**src/rtl/core/skf_pkg.sv**
```systemverilog
// skf_pkg: shared types, codes and helpers of the scalar Kalman filter core.
// No dependencies.
`default_nettype none

package skf_pkg;

  // Operation codes carried by the op field of a command word
  typedef enum logic [1:0] {
    OP_PREDICT  = 2'd0,
    OP_UPDATE   = 2'd1,
    OP_PRED_UPD = 2'd2,
    OP_RESTART  = 2'd3
  } op_t;

  // Register indexes on the configuration port
  localparam logic [1:0] REG_INIT_POS  = 2'd0;
  localparam logic [1:0] REG_INIT_VAR  = 2'd1;
  localparam logic [1:0] REG_PROC_NSE  = 2'd2;
  localparam logic [1:0] REG_MEAS_NSE  = 2'd3;

  // Gain is Q1.16, time step is Q0.16
  localparam int unsigned UNIT_BITS = 16;
  localparam logic [16:0] ONE_GAIN  = 17'h10000;
  localparam logic [15:0] HALF_UNIT = 16'h8000;

  // Serial multiplier and divider both retire one bit of a 17-bit operand per cycle
  localparam int unsigned SER_STEPS = 17;
  localparam logic [4:0]  SER_LAST  = 5'(SER_STEPS - 1);

  // Sequencer states, one-hot
  typedef enum logic [10:0] {
    S_IDLE = 11'b000_0000_0001,
    S_PMUL = 11'b000_0000_0010,
    S_PRND = 11'b000_0000_0100,
    S_PAPP = 11'b000_0000_1000,
    S_USET = 11'b000_0001_0000,
    S_DINI = 11'b000_0010_0000,
    S_DIV  = 11'b000_0100_0000,
    S_UMUL = 11'b000_1000_0000,
    S_URND = 11'b001_0000_0000,
    S_UAPP = 11'b010_0000_0000,
    S_FIN  = 11'b100_0000_0000
  } state_t;

  // Clamp a 35-bit two's complement value to 32 signed bits
  function automatic logic [31:0] sat_s35(input logic [34:0] v);
    logic [31:0] r;
    if (v[34] == 1'b0 && v[33:31] != 3'b000) begin
      r = 32'h7FFF_FFFF;
    end else if (v[34] == 1'b1 && v[33:31] != 3'b111) begin
      r = 32'h8000_0000;
    end else begin
      r = v[31:0];
    end
    return r;
  endfunction

endpackage

`default_nettype wire

```
**src/rtl/core/scalar_kalman_filter.sv**
```systemverilog
// scalar_kalman_filter: 1-D Kalman filter, Q16.16 state, bit-serial datapath.
// Depends on skf_pkg (op codes, state encoding, saturation helper).
`default_nettype none

//  channel  | handshake             | payload
//  ---------+-----------------------+-----------------------------------------
//  cmd      | cmd_valid / cmd_ready | op, velocity, time_step, measurement
//  res      | res_valid / res_ready | position, variance, kalman_gain, residual
//  apb      | psel/penable/pwrite   | paddr, pwdata, prdata (pready tied high)
//
//  The shift-add multipliers and the restoring divider each retire one bit
//  of a 17-bit operand per cycle.
//  Synchronous active-high reset; estimate/variance/gain/residual return to
//  0 / 1.0 / 0 / 0 and the registers to their defaults.
//  A new command is taken while the previous result still waits in the
//  output register; the sequencer stalls in its last state only if that
//  register is full and not being drained when the next result is ready.

module scalar_kalman_filter #(
  parameter int FRACTION_BITS = 16
) (
  input  wire  logic               clk,
  input  wire  logic               rst,
  // command channel
  input  wire  logic               cmd_valid,
  output       logic               cmd_ready,
  input  wire  logic [1:0]         op,
  input  wire  logic signed [31:0] velocity,
  input  wire  logic [15:0]        time_step,
  input  wire  logic signed [31:0] measurement,
  // result channel
  output       logic               res_valid,
  input  wire  logic               res_ready,
  output       logic signed [31:0] position,
  output       logic [31:0]        variance,
  output       logic [16:0]        kalman_gain,
  output       logic signed [31:0] residual,
  // configuration port
  input  wire  logic               psel,
  input  wire  logic               penable,
  input  wire  logic               pwrite,
  input  wire  logic [3:0]         paddr,
  input  wire  logic [31:0]        pwdata,
  output       logic [31:0]        prdata,
  output       logic               pready
);
  import skf_pkg::*;

  // 1.0 in the state's Q format
  localparam logic [31:0] ONE_FIXED = 32'(1) << FRACTION_BITS;

  // configuration registers
  logic [31:0] init_pos;
  logic [31:0] init_var;
  logic [31:0] proc_nse;
  logic [31:0] meas_nse;

  // filter state
  logic [31:0] pos;
  logic [31:0] var_p;
  logic [16:0] gain;
  logic [31:0] resid;

  // sequencer and datapath
  state_t      state;
  op_t         op_q;
  logic [31:0] meas;
  logic [32:0] cand;      // multiplicand of lane A: velocity, later innovation y
  logic [16:0] mul_a;     // multiplier shift registers, MSB first
  logic [16:0] mul_b;
  logic [49:0] acc_a;     // signed product lane
  logic [48:0] acc_b;     // unsigned product lane
  logic [4:0]  cnt;
  logic [32:0] sum_s;     // innovation variance p + r
  logic [32:0] rem;       // divider remainder
  logic [16:0] quo;       // low dividend bits shift out, quotient bits shift in

  // combinational helpers
  logic [31:0] mcand_b;
  logic [49:0] rnd_a;
  logic [48:0] rnd_b;
  logic [33:0] div_t;
  logic        div_ge;
  logic [16:0] k_next;
  logic [48:0] num;
  logic [34:0] pos_sum;
  logic [33:0] var_sum;
  logic        cfg_wr;
  logic        res_load;  // output register takes the finished word

  assign cfg_wr    = psel && penable && pwrite && pready;
  assign pready    = 1'b1;
  assign cmd_ready = (state == S_IDLE);
  assign res_load  = (state == S_FIN) && (!res_valid || res_ready);

  always_comb begin
    case (paddr[3:2])
      REG_INIT_POS: prdata = init_pos;
      REG_INIT_VAR: prdata = init_var;
      REG_PROC_NSE: prdata = proc_nse;
      REG_MEAS_NSE: prdata = meas_nse;
      default:      prdata = '0;
    endcase
  end

  // lane B multiplies q during predict, the variance during update
  assign mcand_b = (state == S_UMUL) ? var_p : proc_nse;

  // round to nearest, ties up: floor((v + 2^15) / 2^16)
  assign rnd_a = acc_a + 50'(HALF_UNIT);
  assign rnd_b = acc_b + 49'(HALF_UNIT);

  // dividend p*2^16 + floor(s/2); quotient fits 17 bits since p <= s
  assign num = {1'b0, var_p, 16'h0000} + 49'(sum_s[32:1]);

  // one restoring step; zero s forces a zero gain
  assign div_t  = {rem, quo[16]};
  assign div_ge = (sum_s != 33'd0) && (div_t >= {1'b0, sum_s});
  assign k_next = {quo[15:0], div_ge};

  // estimate plus rounded correction, saturated later
  assign pos_sum = {{3{pos[31]}}, pos} + {acc_a[33], acc_a[33:0]};
  assign var_sum = {2'b00, var_p} + {1'b0, acc_b[32:0]};

  always_ff @(posedge clk) begin
    if (rst) begin
      state    <= S_IDLE;
      res_valid <= 1'b0;
      init_pos <= '0;
      init_var <= ONE_FIXED;
      proc_nse <= '0;
      meas_nse <= ONE_FIXED;
      pos      <= '0;
      var_p    <= ONE_FIXED;
      gain     <= '0;
      resid    <= '0;
    end else begin
      if (cfg_wr) begin
        case (paddr[3:2])
          REG_INIT_POS: init_pos <= pwdata;
          REG_INIT_VAR: init_var <= pwdata;
          REG_PROC_NSE: proc_nse <= pwdata;
          REG_MEAS_NSE: meas_nse <= pwdata;
          default: ;
        endcase
      end

      // drained with nothing new behind it
      if (res_valid && res_ready && !res_load) begin
        res_valid <= 1'b0;
      end

      case (state)
        S_IDLE: begin
          if (cmd_valid) begin
            op_q  <= op_t'(op);
            meas  <= measurement;
            cand  <= {velocity[31], velocity};
            mul_a <= {1'b0, time_step};
            mul_b <= {1'b0, time_step};
            acc_a <= '0;
            acc_b <= '0;
            cnt   <= '0;
            case (op_t'(op))
              OP_RESTART: begin
                pos   <= init_pos;
                var_p <= init_var;
                gain  <= '0;
                resid <= '0;
                state <= S_FIN;
              end
              OP_UPDATE: state <= S_USET;
              default:   state <= S_PMUL;
            endcase
          end
        end

        // lane A: u*dt, lane B: q*dt in predict; lane A: K*y, lane B: (1-K)*p in update
        S_PMUL, S_UMUL: begin
          acc_a <= {acc_a[48:0], 1'b0} + (mul_a[16] ? {{17{cand[32]}}, cand} : 50'd0);
          acc_b <= {acc_b[47:0], 1'b0} + (mul_b[16] ? {17'd0, mcand_b} : 49'd0);
          mul_a <= {mul_a[15:0], 1'b0};
          mul_b <= {mul_b[15:0], 1'b0};
          cnt   <= cnt + 5'd1;
          if (cnt == SER_LAST) begin
            state <= (state == S_PMUL) ? S_PRND : S_URND;
          end
        end

        S_PRND, S_URND: begin
          acc_a <= {{16{rnd_a[49]}}, rnd_a[49:16]};
          acc_b <= {16'd0, rnd_b[48:16]};
          state <= (state == S_PRND) ? S_PAPP : S_UAPP;
        end

        S_PAPP: begin
          pos   <= sat_s35(pos_sum);
          var_p <= (var_sum[33:32] != 2'b00) ? 32'hFFFF_FFFF : var_sum[31:0];
          state <= (op_q == OP_PRED_UPD) ? S_USET : S_FIN;
        end

        // innovation and innovation variance
        S_USET: begin
          cand  <= {meas[31], meas} - {pos[31], pos};
          sum_s <= {1'b0, var_p} + {1'b0, meas_nse};
          state <= S_DINI;
        end

        S_DINI: begin
          rem   <= {1'b0, num[48:17]};
          quo   <= num[16:0];
          cnt   <= '0;
          state <= S_DIV;
        end

        S_DIV: begin
          rem <= div_ge ? 33'(div_t - {1'b0, sum_s}) : div_t[32:0];
          quo <= k_next;
          cnt <= cnt + 5'd1;
          if (cnt == SER_LAST) begin
            // lane A: K*y, lane B: (1-K)*p
            mul_a <= k_next;
            mul_b <= ONE_GAIN - k_next;
            acc_a <= '0;
            acc_b <= '0;
            cnt   <= '0;
            state <= S_UMUL;
          end
        end

        S_UAPP: begin
          pos   <= sat_s35(pos_sum);
          var_p <= acc_b[31:0];
          gain  <= quo;
          resid <= sat_s35({{2{cand[32]}}, cand});
          state <= S_FIN;
        end

        S_FIN: begin
          if (res_load) begin
            position    <= pos;
            variance    <= var_p;
            kalman_gain <= gain;
            residual    <= resid;
            res_valid   <= 1'b1;
            state       <= S_IDLE;
          end
        end

        default: state <= S_IDLE;
      endcase
    end
  end

  // the update step can only shrink the variance
  a_var_shrinks: assert property (@(posedge clk) disable iff (rst)
    (state == S_UAPP) |-> (acc_b[31:0] <= var_p))
    else $error("update raised the variance");

  // gain from the divider never exceeds 1.0
  a_gain_bound: assert property (@(posedge clk) disable iff (rst)
    (state == S_UMUL) |-> (quo <= ONE_GAIN))
    else $error("gain above one");

  // an accepted command keeps the sequencer busy in the next cycle
  a_busy_after_accept: assert property (@(posedge clk) disable iff (rst)
    (cmd_valid && cmd_ready) |=> !cmd_ready)
    else $error("command taken while busy");

  // a result is loaded only into a free or draining output register
  a_no_overwrite: assert property (@(posedge clk) disable iff (rst)
    (state == S_FIN && res_valid && !res_ready) |=> (state == S_FIN))
    else $error("result register overwritten");

endmodule

`default_nettype wire
```
**config.mk**
```make
export PLATFORM = sky130hd
export DESIGN_NAME = scalar_kalman_filter
export DESIGN_NICKNAME = d
export VERILOG_FILES = /design/src/rtl/core/skf_pkg.sv /design/src/rtl/core/scalar_kalman_filter.sv
export SDC_FILE = /design/constraint.sdc
export NUM_CORES = 2
export LEC_CHECK = 0
export ABC_AREA = 0
export ABC_CLOCK_PERIOD_IN_PS = 20800
export BUFFER_PORTS_ARGS = -buffer_cell sky130_fd_sc_hd__buf_2
export CAP_MARGIN = 25
export CORE_MARGIN = 4
export CORE_UTILIZATION = 23
export CTS_CLUSTER_DIAMETER = 120
export DETAILED_ROUTE_END_ITERATION = 10
export GPL_TIMING_DRIVEN = 0
export PLACE_DENSITY = 0.38
export REMOVE_ABC_BUFFERS = 1
export SKIP_CTS_REPAIR_TIMING = 1
export SYNTH_ARGS = -nofsm -noshare
export SYNTH_HDL_FRONTEND = slang
export SYNTH_SLANG_ARGS = --single-unit
```
**constraint.sdc**
```tcl
create_clock -name clk -period 20.8 [get_ports clk]
set_clock_uncertainty 0.15 [all_clocks]
set_input_delay 2.08 -clock clk [delete_from_list [all_inputs] [get_ports clk]]
set_output_delay 2.08 -clock clk [all_outputs]
set_load 0.02 [all_outputs]
```
==> results.md <==
* Final setup fails at 0
* Worst Tran Pin Value at 1.06 ns
* Clock-pin slew on the worst setup and hold paths at 0.06 ns
* Final wirelength at 160000 um
* CTS tree: built
* CP required at 21.10 ns
* Avg Inst Size Synth at 9.13 um2
* Remaining DRCs at 0
* Starting Density at a little under a quarter
* Initial antenna violation count at 35
* Pin count of the biggest net entering global routing at 107
* Placed cell count at 6913
* Final Util at 27.4%
* Yosys top cell area share at a little under 30%
* NetSw at approximately 1.2 mW
* R2r setup slk at 14.32 ns
* Vias at 34400
* RSZ-0062 raised after global routing: false
* Critical path launch point type: flip-flop
* Mapped cell area at 0.0406 mm2
* Largest family of logic cells by synthesized area: compound AO/OA/AOI/OAI gates
* Delay-heaviest family, CP: compound AO/OA/AOI/OAI gates
* Most used DFF post-synth: edfxtp_1
* Post-Layout Cell Count at 7087
* Post-synthesis sequential area ratio at 42.0%
* Critical Path, Cell by Cell: nor2_1, nand2_1, nor4_1, and4b_2, nand2_1, a21boi_0, ha_1, inv_1, fa_1, nor2b_1, o21a_1, o21ai_0, a21oi_1, o221ai_1, o31ai_1, a21oi_1, a31oi_1, nand3_1, xor2_1, nor2_1
* Fill cells at approximately 19000
* Crit path arrival time at 6.79 ns
* Final hold vios at 0
* Final Max Tran Viols at 0
* Routed WL per cell at 22.5 um
* Worst vdd ir at 0.0602 mV
* PwrDens at 80.4 mW/mm2
* CTS H-tree depth at 3
* Antenna viol nets, final at 0
* DRT Pass-1 Iters at 5
* Period utilisation layout at between 30% and 40%
* I/O Buffers at 269
* Clk buf depth at 3
* CP Buf/Inv Count at 1
* Post-synthesis compound-gate area fraction at 20.7%
* Leak at 18.5 nW
* Worst-Skew Late Latency at 0.70 ns
* Sequential share of power at between 40 and 50%
* Die W at 428 um
* Clock network power share at 38.7%
* Register bit total from synthesis at 653
* Io pins at 273
* Path type of the worst min-delay path: flip-flop to flip-flop
* Post-Synth Adder-Cell Area at 8.49%
* Clock root cell: clkbuf_16
* Top cell type by total area after synthesis: edfxtp_1
* Fin area at 0.0483 mm2
* Area grow syn2layout at 18.8%
* Die height at 428 um
* First-pass GRT wire length at 231000 um
* Placer Congestion at 0.869
* Sink Count at 653
* Max Freq at 154 MHz
* Worst rel slew slack at 29.1%
* Internal power at around 2.6 mW
* FFs w/ async S/R, synth at 0%
* Vias in the first global route at 33300
* DP HPWL at around 120000 um
* Area contributors post-synth: edfxtp_1, dfxtp_1, ha_1, nand2_1, a21oi_1
* Comb pwr share at slightly above 20%
* Final net count at 5059
* # rows at 154
* Crit path largest cell delay at 0.85 ns
* 1st-iter DRT viols at 2656
* Max-Cap Viols at 0
* Warnings from Yosys at 0
* Status: finished, final reports clean
* GRT Util Overall at between 15 and 20%
* Grt total ovfl at 0
* Post-synth EDFFs at 400
* Multiplexer share of the synthesized area at 2.22%
* Xor and xnor area share after synthesis at 6.85%
* Most frequent cell after synthesis: nand2_1
* Sw Share at 31.7%
* CP max-delay cell: and4b_2
* Die Area at ~0.18 mm2
* Area share of and/or/nand/nor cells after synthesis at 16.4%
* Sum Neg Setup Slack at 0 ns
* Area post-placement at 0.0454 mm2
* DR vias/cell at 4.86
* CP Capture Type: flip-flop
* Tmin final at 6.48 ns
* Commonest cells in the netlist: nand2_1, a21oi_1, edfxtp_1, nor2_1, o21ai_0
* Core footprint at about 0.18 mm2
* Num CTS Buffers at 87
* Post-synthesis cell type count at between 90 and 100
* Gate Count Post-Synth at 4450
* Layout cell share with drive strength beyond 1 at between 10% and 20%
* Kind of critical path: flip-flop to flip-flop
* CP max FO at 31
==> metal layers <==
| metal | vias up | part of all wire, % | track usage, % |
|---|---|---|---|
| met5 | - | 0.053 | 0 |
| met4 | 12 | 3.1 | 5.56 |
| met3 | 209 | 4.2 | 2.31 |
| met2 | 762 | 47 | 27.5 |
| met1 | 16700 | 46 | 22.5 |
| li1 | 16700 | - | - |
==> cell usage in the layout, fill, tap and decap left out, types with 130 or more instances in the layout <==
cell type  count
xnor2_1      172
a21oi_1      452
xor2_1       146
o21ai_0      274
inv_1        145
dfxtp_1      253
nand3_1      130
ha_1         263
a21o_1       135
nor2_1       279
nand2_1      659
buf_2        267
edfxtp_1     400
==> cell families (layout without fill, tap and decap cells) <==
logic type / count (synthesis) / count (layout)
compound gates: 1342 / 1342
flops: 653 / 653
xor+xnor: 318 / 318
other cells: 1 / 14
fa+ha+maj: 271 / 271
simple gates: 1461 / 1461
mux: 50 / 50
buf+inv: 354 / 638
==> registers in the layout, indices dropped and copies added, names as in the netlist, 5 cells and up <==
name and cells:
residual 32, rem 33, meas 32, resid 32, cand 33, var_p 32, mul_b 16, meas_nse 32
position 32, state 11, gain 17, sum_s 33, mul_a 17, acc_a 50, quo 17, kalman_gain 17
proc_nse 32, init_var 32, pos 32, variance 32, acc_b 49, cnt 5, init_pos 32
==> cell type report <==
class / instances / area (um2) / share of cell area [%]
timing repair buffer: 333 / 2530 / 5.24
multi-input combinational: 3443 / 22400 / 46.4
clock inverter: 42 / 363 / 0.752
antenna: 13 / 32.5 / 0.0674
tap: 2340 / 2930 / 6.06
clock buffer: 118 / 2430 / 5.03
sequential: 653 / 17100 / 35.4
inverter: 145 / 544 / 1.13
==> power groups by stage <==
stage	Clock (mW)	Combinational, mW	Sequential, mW
2_1_floorplan	0	0.519	1.57
3_3_place_gp	0	0.748	1.65
3_5_place_dp	0	0.789	1.61
4_1_cts	1.56	0.796	1.59
5_1_grt	1.60	0.875	1.59
6_report	1.50	0.796	1.58
==> worst paths after layout <==
kind	start	to	cells past startpoint
worst max-delay path	state[10]$_SDFFE_PP0P_	acc_b[45]$_DFFE_PP_	20
worst min-delay path	resid[13]$_SDFFE_PP0P_	residual[13]$_DFFE_PP_	0
worst max register to register	state[10]$_SDFFE_PP0P_	acc_b[45]$_DFFE_PP_	20
worst min register to register	resid[13]$_SDFFE_PP0P_	residual[13]$_DFFE_PP_	0
==> through the flow <==
step                hold WS, ns  total power [mW]  worst slack (ns)
finish                    0.271              3.88             14.32
global route              0.286              4.07             13.86
CTS                       0.264              3.94             14.40
detailed placement        0.264              2.40             14.42
global placement          0.265              2.40             -2.20
floorplan                 0.258              2.09             10.04
Power figures use the tool's default switching activity.
